<file path="src/rtl/mfmd_pkg.sv">
// Shared constants, register codes and config struct for the MFM flux interval decoder.
// No dependencies; imported by every rtl module of the block.
package mfmd_pkg;

  localparam int DETECT_DEPTH = 10;
  localparam int TIME_WIDTH   = 32;

  localparam int CELL_W = 16;
  localparam int CNT_W  = $clog2(DETECT_DEPTH + 1);
  localparam int IDX_W  = (DETECT_DEPTH > 1) ? $clog2(DETECT_DEPTH) : 1;
  localparam int SUM_W  = TIME_WIDTH + $clog2(DETECT_DEPTH);
  localparam int LIM_W  = CELL_W + CNT_W;
  localparam int DEC_W  = (SUM_W > LIM_W) ? SUM_W : LIM_W;
  localparam int THR_W  = CELL_W + 3;
  localparam int CMP_W  = (TIME_WIDTH > THR_W) ? TIME_WIDTH : THR_W;
  localparam int ACC_W  = 12;
  localparam int PEND_W = 4;
  localparam int BYTE_W = 8;
  localparam int VB_W   = 4;

  localparam int CFG_AW = 4;
  localparam int CFG_DW = 32;

  localparam logic [CELL_W-1:0] HD_CELL_RESET   = 16'd1000;
  localparam logic [CELL_W-1:0] DD_CELL_RESET   = 16'd2000;
  localparam logic [CELL_W-1:0] THRESHOLD_RESET = 16'd1500;

  typedef enum logic [1:0] {
    REG_HD_CELL   = 2'd0,
    REG_DD_CELL   = 2'd1,
    REG_THRESHOLD = 2'd2
  } cfg_reg_t;

  typedef struct packed {
    logic [CELL_W-1:0] hd_cell;
    logic [CELL_W-1:0] dd_cell;
    logic [CELL_W-1:0] threshold;
  } cfg_t;

endpackage

</file>
<file path="src/rtl/mfm_flux_interval_decoder_top.sv">
// MFM flux interval decoder top level: sequencer, detect buffer, shared window compare.
// Depends on mfmd_pkg and mfmd_cfg.
//
// Input channel (in_valid/in_ready) takes one flux transition timestamp per word,
// with in_last_transition marking the end of a track. Output channel
// (out_valid/out_ready) delivers packed raw bit bytes, MSB first; a flushed partial
// byte is left aligned and out_valid_bits tells how many bits count. The final word
// of a track carries out_end_of_track; a track that yields no bits ends with an
// empty marker word (valid_bits 0).
// in_ready is high only while the sequencer is idle. A decoded interval goes through
// one shared comparator that steps over the noise and window limits, one limit per
// cycle. The first up to DETECT_DEPTH intervals are only buffered; the density
// decision then replays them from the buffer memory through one read port.
// Results wait in a one-word hold stage plus the output register; while the
// receiver stalls the sequencer waits on its next result, and stops taking input.
// Synchronous reset returns registers to defaults and clears all track state.
module mfm_flux_interval_decoder_top (
  input  logic                           clk,
  input  logic                           rst_n,
  input  logic                           in_valid,
  output logic                           in_ready,
  input  logic [mfmd_pkg::TIME_WIDTH-1:0] in_flux_time,
  input  logic                           in_last_transition,
  output logic                           out_valid,
  input  logic                           out_ready,
  output logic [mfmd_pkg::BYTE_W-1:0]     out_byte,
  output logic [mfmd_pkg::VB_W-1:0]       out_valid_bits,
  output logic                           out_end_of_track,
  input  logic                           psel,
  input  logic                           penable,
  input  logic                           pwrite,
  input  logic [mfmd_pkg::CFG_AW-1:0]     paddr,
  input  logic [mfmd_pkg::CFG_DW-1:0]     pwdata,
  output logic [mfmd_pkg::CFG_DW-1:0]     prdata,
  output logic                           pready
);
  import mfmd_pkg::*;

  typedef enum logic [3:0] {
    S_IDLE, S_DECIDE, S_READ, S_LOAD, S_CMP, S_PACK,
    S_EMIT, S_NEXT, S_FLUSH, S_FINISH, S_DRAIN
  } state_t;

  cfg_t cfg;

  mfmd_cfg u_cfg (
    .clk     (clk),
    .rst_n   (rst_n),
    .psel    (psel),
    .penable (penable),
    .pwrite  (pwrite),
    .paddr   (paddr),
    .pwdata  (pwdata),
    .prdata  (prdata),
    .pready  (pready),
    .cfg     (cfg)
  );

  state_t                state_r;
  logic [TIME_WIDTH-1:0] prev_time_r;
  logic                  have_prev_r;
  logic [CNT_W-1:0]      count_r;
  logic [SUM_W-1:0]      sum_r;
  logic                  phase_r;
  logic [THR_W-1:0]      wmin_r;
  logic [THR_W-1:0]      wmax_r;
  logic [ACC_W-1:0]      acc_r;
  logic [PEND_W-1:0]     pend_r;
  logic                  last_r;
  logic                  replay_r;
  logic                  flushing_r;
  logic [IDX_W-1:0]      idx_r;
  logic [TIME_WIDTH-1:0] delta_r;
  logic [THR_W-1:0]      thr_r;
  logic [1:0]            step_r;
  logic [2:0]            len_r;
  logic [BYTE_W-1:0]     new_byte_r;
  logic [VB_W-1:0]       new_bits_r;
  logic                  hold_v_r;
  logic [BYTE_W-1:0]     hold_byte_r;
  logic [VB_W-1:0]       hold_bits_r;
  logic                  out_valid_r;
  logic [BYTE_W-1:0]     out_byte_r;
  logic [VB_W-1:0]       out_bits_r;
  logic                  out_eot_r;

  logic [TIME_WIDTH-1:0] buf_mem [DETECT_DEPTH];
  logic [TIME_WIDTH-1:0] rd_data_r;

  logic                  accept;
  logic                  buf_we;
  logic [TIME_WIDTH-1:0] delta_in;
  logic [LIM_W-1:0]      limit;
  logic                  pick_hd;
  logic [CELL_W-1:0]     cell_sel;
  logic [THR_W-1:0]      cell_x3;
  logic [THR_W-1:0]      cell_x5;
  logic                  cmp_lt;
  logic [ACC_W-1:0]      acc_sh;
  logic [PEND_W-1:0]     pend_sum;
  logic [1:0]            rem;
  logic [ACC_W-1:0]      rem_mask;
  logic [BYTE_W-1:0]     full_byte;
  logic [BYTE_W-1:0]     flush_byte;
  logic                  out_free;
  logic                  out_load;

  assign in_ready         = (state_r == S_IDLE);
  assign accept           = in_valid && in_ready;
  assign out_valid        = out_valid_r;
  assign out_byte         = out_byte_r;
  assign out_valid_bits   = out_bits_r;
  assign out_end_of_track = out_eot_r;
  assign out_free         = !out_valid_r || out_ready;
  assign out_load         = out_free && (state_r == S_FINISH ||
                            ((state_r == S_EMIT || state_r == S_DRAIN) && hold_v_r));

  assign buf_we   = accept && have_prev_r && !phase_r;
  assign delta_in = in_flux_time - prev_time_r;

  assign limit    = LIM_W'(cfg.threshold) * LIM_W'(count_r);
  assign pick_hd  = DEC_W'(sum_r) < DEC_W'(limit);
  assign cell_sel = pick_hd ? cfg.hd_cell : cfg.dd_cell;
  assign cell_x3  = THR_W'(cell_sel) + THR_W'({cell_sel, 1'b0});
  assign cell_x5  = THR_W'(cell_sel) + THR_W'({cell_sel, 2'b00});

  assign cmp_lt = CMP_W'(delta_r) < CMP_W'(thr_r);

  assign acc_sh     = ACC_W'((acc_r << len_r) | ACC_W'(1));
  assign pend_sum   = pend_r + PEND_W'(len_r);
  assign rem        = pend_sum[1:0];
  assign rem_mask   = ACC_W'((ACC_W'(1) << rem) - ACC_W'(1));
  assign full_byte  = BYTE_W'(acc_sh >> rem);
  assign flush_byte = BYTE_W'(acc_r << (PEND_W'(BYTE_W) - pend_r));

  always_ff @(posedge clk) begin
    if (buf_we) begin
      buf_mem[count_r[IDX_W-1:0]] <= delta_in;
    end
    rd_data_r <= buf_mem[idx_r];
  end

  always_ff @(posedge clk) begin
    if (!rst_n) begin
      state_r     <= S_IDLE;
      prev_time_r <= '0;
      have_prev_r <= 1'b0;
      count_r     <= '0;
      sum_r       <= '0;
      phase_r     <= 1'b0;
      wmin_r      <= '0;
      wmax_r      <= '0;
      acc_r       <= '0;
      pend_r      <= '0;
      last_r      <= 1'b0;
      replay_r    <= 1'b0;
      flushing_r  <= 1'b0;
      idx_r       <= '0;
      hold_v_r    <= 1'b0;
      out_valid_r <= 1'b0;
    end else begin
      if (out_ready && !out_load) begin
        out_valid_r <= 1'b0;
      end
      case (state_r)
        S_IDLE: begin
          if (accept) begin
            prev_time_r <= in_flux_time;
            have_prev_r <= 1'b1;
            last_r      <= in_last_transition;
            if (have_prev_r) begin
              if (!phase_r) begin
                count_r <= count_r + CNT_W'(1);
                sum_r   <= sum_r + SUM_W'(delta_in);
                if (in_last_transition || count_r == CNT_W'(DETECT_DEPTH - 1)) begin
                  state_r <= S_DECIDE;
                end
              end else begin
                delta_r <= delta_in;
                thr_r   <= wmin_r;
                step_r  <= 2'd0;
                state_r <= S_CMP;
              end
            end else if (in_last_transition) begin
              state_r <= S_FLUSH;
            end
          end
        end
        S_DECIDE: begin
          wmin_r   <= cell_x3 >> 2;
          wmax_r   <= cell_x5 >> 2;
          phase_r  <= 1'b1;
          idx_r    <= '0;
          replay_r <= 1'b1;
          state_r  <= S_READ;
        end
        S_READ: begin
          state_r <= S_LOAD;
        end
        S_LOAD: begin
          delta_r <= rd_data_r;
          thr_r   <= wmin_r;
          step_r  <= 2'd0;
          state_r <= S_CMP;
        end
        S_CMP: begin
          if (step_r == 2'd0) begin
            if (cmp_lt) begin
              state_r <= S_NEXT;
            end else begin
              thr_r  <= wmax_r;
              step_r <= 2'd1;
            end
          end else if (cmp_lt || step_r == 2'd3) begin
            len_r   <= cmp_lt ? {1'b0, step_r} : 3'd4;
            state_r <= S_PACK;
          end else begin
            thr_r  <= thr_r + wmax_r;
            step_r <= step_r + 2'd1;
          end
        end
        S_PACK: begin
          if (pend_sum >= PEND_W'(BYTE_W)) begin
            new_byte_r <= full_byte;
            new_bits_r <= VB_W'(BYTE_W);
            acc_r      <= acc_sh & rem_mask;
            pend_r     <= PEND_W'(rem);
            state_r    <= S_EMIT;
          end else begin
            acc_r   <= acc_sh;
            pend_r  <= pend_sum;
            state_r <= S_NEXT;
          end
        end
        S_EMIT: begin
          if (!hold_v_r || out_free) begin
            if (hold_v_r) begin
              out_valid_r <= 1'b1;
              out_byte_r  <= hold_byte_r;
              out_bits_r  <= hold_bits_r;
              out_eot_r   <= 1'b0;
            end
            hold_v_r    <= 1'b1;
            hold_byte_r <= new_byte_r;
            hold_bits_r <= new_bits_r;
            state_r     <= flushing_r ? S_FINISH : S_NEXT;
          end
        end
        S_NEXT: begin
          if (replay_r && (CNT_W'(idx_r) + CNT_W'(1) < count_r)) begin
            idx_r   <= idx_r + IDX_W'(1);
            state_r <= S_READ;
          end else begin
            replay_r <= 1'b0;
            state_r  <= last_r ? S_FLUSH : S_DRAIN;
          end
        end
        S_FLUSH: begin
          flushing_r <= 1'b1;
          if (pend_r != '0) begin
            new_byte_r <= flush_byte;
            new_bits_r <= VB_W'(pend_r);
            state_r    <= S_EMIT;
          end else begin
            state_r <= S_FINISH;
          end
        end
        S_FINISH: begin
          if (out_free) begin
            out_valid_r <= 1'b1;
            out_byte_r  <= hold_v_r ? hold_byte_r : '0;
            out_bits_r  <= hold_v_r ? hold_bits_r : '0;
            out_eot_r   <= 1'b1;
            hold_v_r    <= 1'b0;
            flushing_r  <= 1'b0;
            prev_time_r <= '0;
            have_prev_r <= 1'b0;
            count_r     <= '0;
            sum_r       <= '0;
            phase_r     <= 1'b0;
            wmin_r      <= '0;
            wmax_r      <= '0;
            acc_r       <= '0;
            pend_r      <= '0;
            last_r      <= 1'b0;
            state_r     <= S_IDLE;
          end
        end
        S_DRAIN: begin
          if (!hold_v_r) begin
            state_r <= S_IDLE;
          end else if (out_free) begin
            out_valid_r <= 1'b1;
            out_byte_r  <= hold_byte_r;
            out_bits_r  <= hold_bits_r;
            out_eot_r   <= 1'b0;
            hold_v_r    <= 1'b0;
            state_r     <= S_IDLE;
          end
        end
        default: state_r <= S_IDLE;
      endcase
    end
  end

endmodule

</file>
<file path="src/rtl/mfmd_cfg.sv">
// APB-style register bank: cell times and density threshold.
// Depends on mfmd_pkg.
module mfmd_cfg (
  input  logic                       clk,
  input  logic                       rst_n,
  input  logic                       psel,
  input  logic                       penable,
  input  logic                       pwrite,
  input  logic [mfmd_pkg::CFG_AW-1:0] paddr,
  input  logic [mfmd_pkg::CFG_DW-1:0] pwdata,
  output logic [mfmd_pkg::CFG_DW-1:0] prdata,
  output logic                       pready,
  output mfmd_pkg::cfg_t             cfg
);
  import mfmd_pkg::*;

  cfg_t     cfg_r;
  cfg_reg_t reg_idx;
  logic     wr_en;

  assign reg_idx = cfg_reg_t'(paddr[CFG_AW-1:2]);
  assign wr_en   = psel && penable && pwrite;
  assign pready  = 1'b1;
  assign cfg     = cfg_r;

  always_ff @(posedge clk) begin
    if (!rst_n) begin
      cfg_r.hd_cell   <= HD_CELL_RESET;
      cfg_r.dd_cell   <= DD_CELL_RESET;
      cfg_r.threshold <= THRESHOLD_RESET;
    end else if (wr_en) begin
      case (reg_idx)
        REG_HD_CELL:   cfg_r.hd_cell   <= pwdata[CELL_W-1:0];
        REG_DD_CELL:   cfg_r.dd_cell   <= pwdata[CELL_W-1:0];
        REG_THRESHOLD: cfg_r.threshold <= pwdata[CELL_W-1:0];
        default: ;
      endcase
    end
  end

  always_comb begin
    case (reg_idx)
      REG_HD_CELL:   prdata = CFG_DW'(cfg_r.hd_cell);
      REG_DD_CELL:   prdata = CFG_DW'(cfg_r.dd_cell);
      REG_THRESHOLD: prdata = CFG_DW'(cfg_r.threshold);
      default:       prdata = '0;
    endcase
  end

endmodule

</file>
<file path="config.mk">
export PLATFORM = sky130hd
export DESIGN_NAME = mfm_flux_interval_decoder_top
export DESIGN_NICKNAME = d
export VERILOG_FILES = /design/src/rtl/mfmd_pkg.sv /design/src/rtl/mfm_flux_interval_decoder_top.sv /design/src/rtl/mfmd_cfg.sv
export SDC_FILE = /design/constraint.sdc
export NUM_CORES = 1
export LEC_CHECK = 0
export BUFFER_PORTS_ARGS = -buffer_cell sky130_fd_sc_hd__buf_2
export CORE_MARGIN = 2
export CORE_UTILIZATION = 68
export CTS_BUF_LIST = sky130_fd_sc_hd__clkbuf_16
export CTS_CLUSTER_SIZE = 14
export DETAILED_ROUTE_END_ITERATION = 10
export PLACE_DENSITY = 0.88
export SLEW_MARGIN = 30
export SYNTH_ARGS = -nofsm -noshare
export SYNTH_HDL_FRONTEND = slang
export SYNTH_HIERARCHICAL = 1
export SYNTH_SLANG_ARGS = --single-unit
</file>
<file path="constraint.sdc">
create_clock -name clk -period 26.9 [get_ports clk]
set_input_delay 1.345 -clock clk [delete_from_list [all_inputs] [get_ports clk]]
set_output_delay 1.345 -clock clk [all_outputs]
set_load 0.02 [all_outputs]
</file>
==> flow_summary_export.csv <==
group,metric,value,unit
run_status,outcome,"finished clean",
drt,wl,86.5,mm
floorplan,core-area,49200,um^2
placement,port_buffers,88,
clock_network,clockRootBuffer,"clkbuf_16",
cells_and_area,area_delta_synth_final,9.38,%
synth,synthTopCellsByArea,"edfxtp_1 (36%), dfxtp_1 (13%), ha_1 (6.7%)",
floorplan,num_rows,81,
sta,final_hold_viol_count,0,
drt,drcViolationCount,0,
floorplan,die_area,51800,um^2
floorplan,die_y,228,um
clock_network,cts_tree,"yes",
sta,clock_skew,0.0553,ns
sta,min_period,9.22,ns
global_routing,grt-ovfl-total,0,
setup_path,worstSetupEndpointType,"flip-flop",
clock_network,clk_latency,0.68,ns
sta,max_freq,108,MHz
sta,relSlewSlack,30.2,%
drt,vias_per_cell,6.56,
worst_hold_path,worstHoldPathType,"reg2reg",
pwr,p_leak,14.2,nW
floorplan,pin_count,124,
sta,fin_setup_tns,0,ns
drt,wl_per_cell,22.5,um
cells_and_area,final_cells,3838,
synth,netlist_area,34000,um^2
synth,ys_types,88,
synth,ys_seq_elements,628,
cells_and_area,fill_cells,3045,
synth,yosysWarnings,6,
floorplan,die_x,228,um
cells_and_area,drive_above_1_share,12.0,%
global_routing,grt.total_usage,33.8,%
pwr,ir_drop,0.0000858,V
synth,synth-async-reset-ratio,0,%
drt,ant_nets,0,
clock_network,cts_num_sinks,628,
drt,vias,25200,
synth,synth.yosys.seq_area_share,49.1,%
synth,synth_edf_count,413,
clock_network,cts_buffer_depth,3,
clock_network,post_cts_resized,0,
placement,gp_congestion,0.932,
sta,setup_viol,0,
synth,yosysTopAreaCell,"edfxtp_1",
setup_path,arrival,9.73,ns
drt,initialDrtViolationCount,2675,
sta,drv_slew,0,
placement,hpwl,54.7,mm
global_routing,grt_pass1_wl,135,mm
synth,yosysTopAreaCellShare,36.5,%
synth,synthTopCellsByCount,"edfxtp_1 (413), nand2_1 (327), dfxtp_1 (215)",
synth,synth_ff_type,"edfxtp_1",
clock_network,cts_setup_buffers,0,
clock_network,cts_hold_buf,0,
global_routing,grt_max_degree,95,
clock_network,path_clk_slew,0.07,ns
setup_path,critPathRequiredTime,27.41,ns
setup_path,max_stage_delay,0.75,ns
global_routing,grt_pass1_vias,25100,
setup_path,crit_path_max_fanout,26,
synth,post-synth-top-count-cell,"edfxtp_1",
floorplan,initial_core_util,69.2,%
drt,drt_first_pass_iters,5,
pwr,power.density,79.9,nW/um^2
setup_path,cpMaxStageDelayCell,"dfxtp_1",
setup_path,critical_path_class,"reg2reg",
setup_path,cp-start-kind,"flip-flop",
synth,synthCells,3078,
clock_network,cts_buffers,61,
global_routing,antenna_found_initial,5,
cells_and_area,num-nets-final,3416,
sta,rsz0062_at_grt,"false",
run,cap_violations,0,
sta,tightest_slew,1.05,ns
clock_network,h-tree-depth,2,
placement,dp.cells,3724,
sta,period_share,34.3,%
synth,syn_area_per_cell,11.0,um^2
-- layout by cell type, fill, tap and decap left out, types with 12 or more instances in the layout --
cell type	instances
mux2i_1	125
and2_1	73
o21bai_1	13
nor3_1	45
a21o_1	42
dfxtp_1	211
nor2b_1	152
buf_2	87
a21oi_1	185
o31ai_1	12
nand2_1	326
xnor2_1	68
inv_1	183
nand4_1	13
or3_1	12
clkbuf_16	61
nor2_1	115
clkinv_2	15
xnor2_2	15
nand2b_1	26
fa_1	34
a211oi_1	40
nand3_1	50
conb_1	17
a31oi_1	24
edfxtp_1	413
and3_1	22
a21boi_0	20
mux2_2	27
ha_1	182
o21a_1	17
mux4_2	69
a22oi_1	62
o21ai_0	125
xor2_1	51
buf_4	35
o211ai_1	19
-- kinds of logic (layout without fill, tap and decap cells) --
logic type                 count (synthesis)  after routing  share of synthesized area (%)
and+or+nand+nor                          884            884                           12.9
AOI/OAI and AO/OA                        657            657                           12.5
DFF                                      628            628                           49.1
buffers and inverters                    328            408                           3.94
muxes                                    221            221                           9.14
adders and majority gates                218            218                           8.77
xor gates and xnor gates                 140            140                           3.61
other                                      2             18                         0.0221
-- cell type report --
class                   instances  area (um^2)  share of cell area, %
flip-flops and latches        628        16700                   44.9
multi-input cells            2137        16200                   43.6
clock buffers                  61         1530                   4.10
well taps                     664          831                   2.23
repair buffers                124          753                   2.03
inverters                     171          642                   1.73
clock inverters                52          500                   1.35
diodes                          1         2.50                0.00673
-- worst max-delay path, delay by kind of cell, from the launching register on --
family | cells | cell delay [ns]
compound gates | 16 | 3.80
simple gates | 10 | 2.30
fa+ha+maj | 5 | 1.99
flops | 1 | 0.75
xor+xnor | 1 | 0.16
buf+inv | 1 | 0.07
-- metal layers --
metal  part of all wire [%]  wire length, um  vias to the layer above  track usage (%)
met5                      0                0                        -                0
met4                    4.4             3810                        0             15.6
met3                    9.4             8090                      277             5.44
met2                     48            41500                     1470             55.7
met1                     38            33100                    12200             44.5
li1                       -                -                    11200                -
-- path summary, 6_finish.rpt --
| kind | startpoint | to | slack (ns) | cells past startpoint |
|---|---|---|---|---|
| setup / recovery | count_r[3]$_SDFFE_PN0P_ | wmin_r[15]$_SDFFE_PN0P_ | 17.68 | 33 |
| hold / removal | new_byte_r[7]$_DFFE_PP_ | hold_byte_r[7]$_DFFE_PP_ | 0.41 | 0 |
| setup reg to reg | count_r[3]$_SDFFE_PN0P_ | wmin_r[15]$_SDFFE_PN0P_ | 17.68 | 33 |
| hold reg to reg | new_byte_r[7]$_DFFE_PP_ | hold_byte_r[7]$_DFFE_PP_ | 0.41 | 0 |
-- registers in the layout (all words and copies together), names as in the netlist, 2 cells and up --
signal,cells
acc_r,11
buf_mem,320
count_r,4
delta_r,32
hold_bits_r,4
hold_byte_r,8
idx_r,4
len_r,3
new_bits_r,4
new_byte_r,8
out_byte,8
out_valid_bits,4
pend_r,4
prev_time_r,32
rd_data_r,32
state_r,4
step_r,2
sum_r,36
thr_r,19
u_cfg/cfg,48
wmax_r,17
wmin_r,16
-- metrics by stage --
stage	instance area (um^2)	utilization (%)	total power [mW]	worst slack [ns]	hold slack [ns]
after floorplan	34100	-	1.84	18.38	0.400
after global placement	34900	71.1	2.04	18.01	0.401
after detailed placement	35100	71.4	2.08	17.89	0.406
after CTS	37100	75.6	2.95	17.81	0.416
after global routing	37200	75.7	3.10	16.87	0.422
final	37200	75.7	2.97	17.68	0.414
-- where the power goes --
group / internal, mW / total, mW / switching (mW)
clock network: 0.483 / 0.870 / 0.387
logic: 0.367 / 0.965 / 0.598
registers: 1.11 / 1.14 / 0.0262
(Power assumes the default switching activity.)
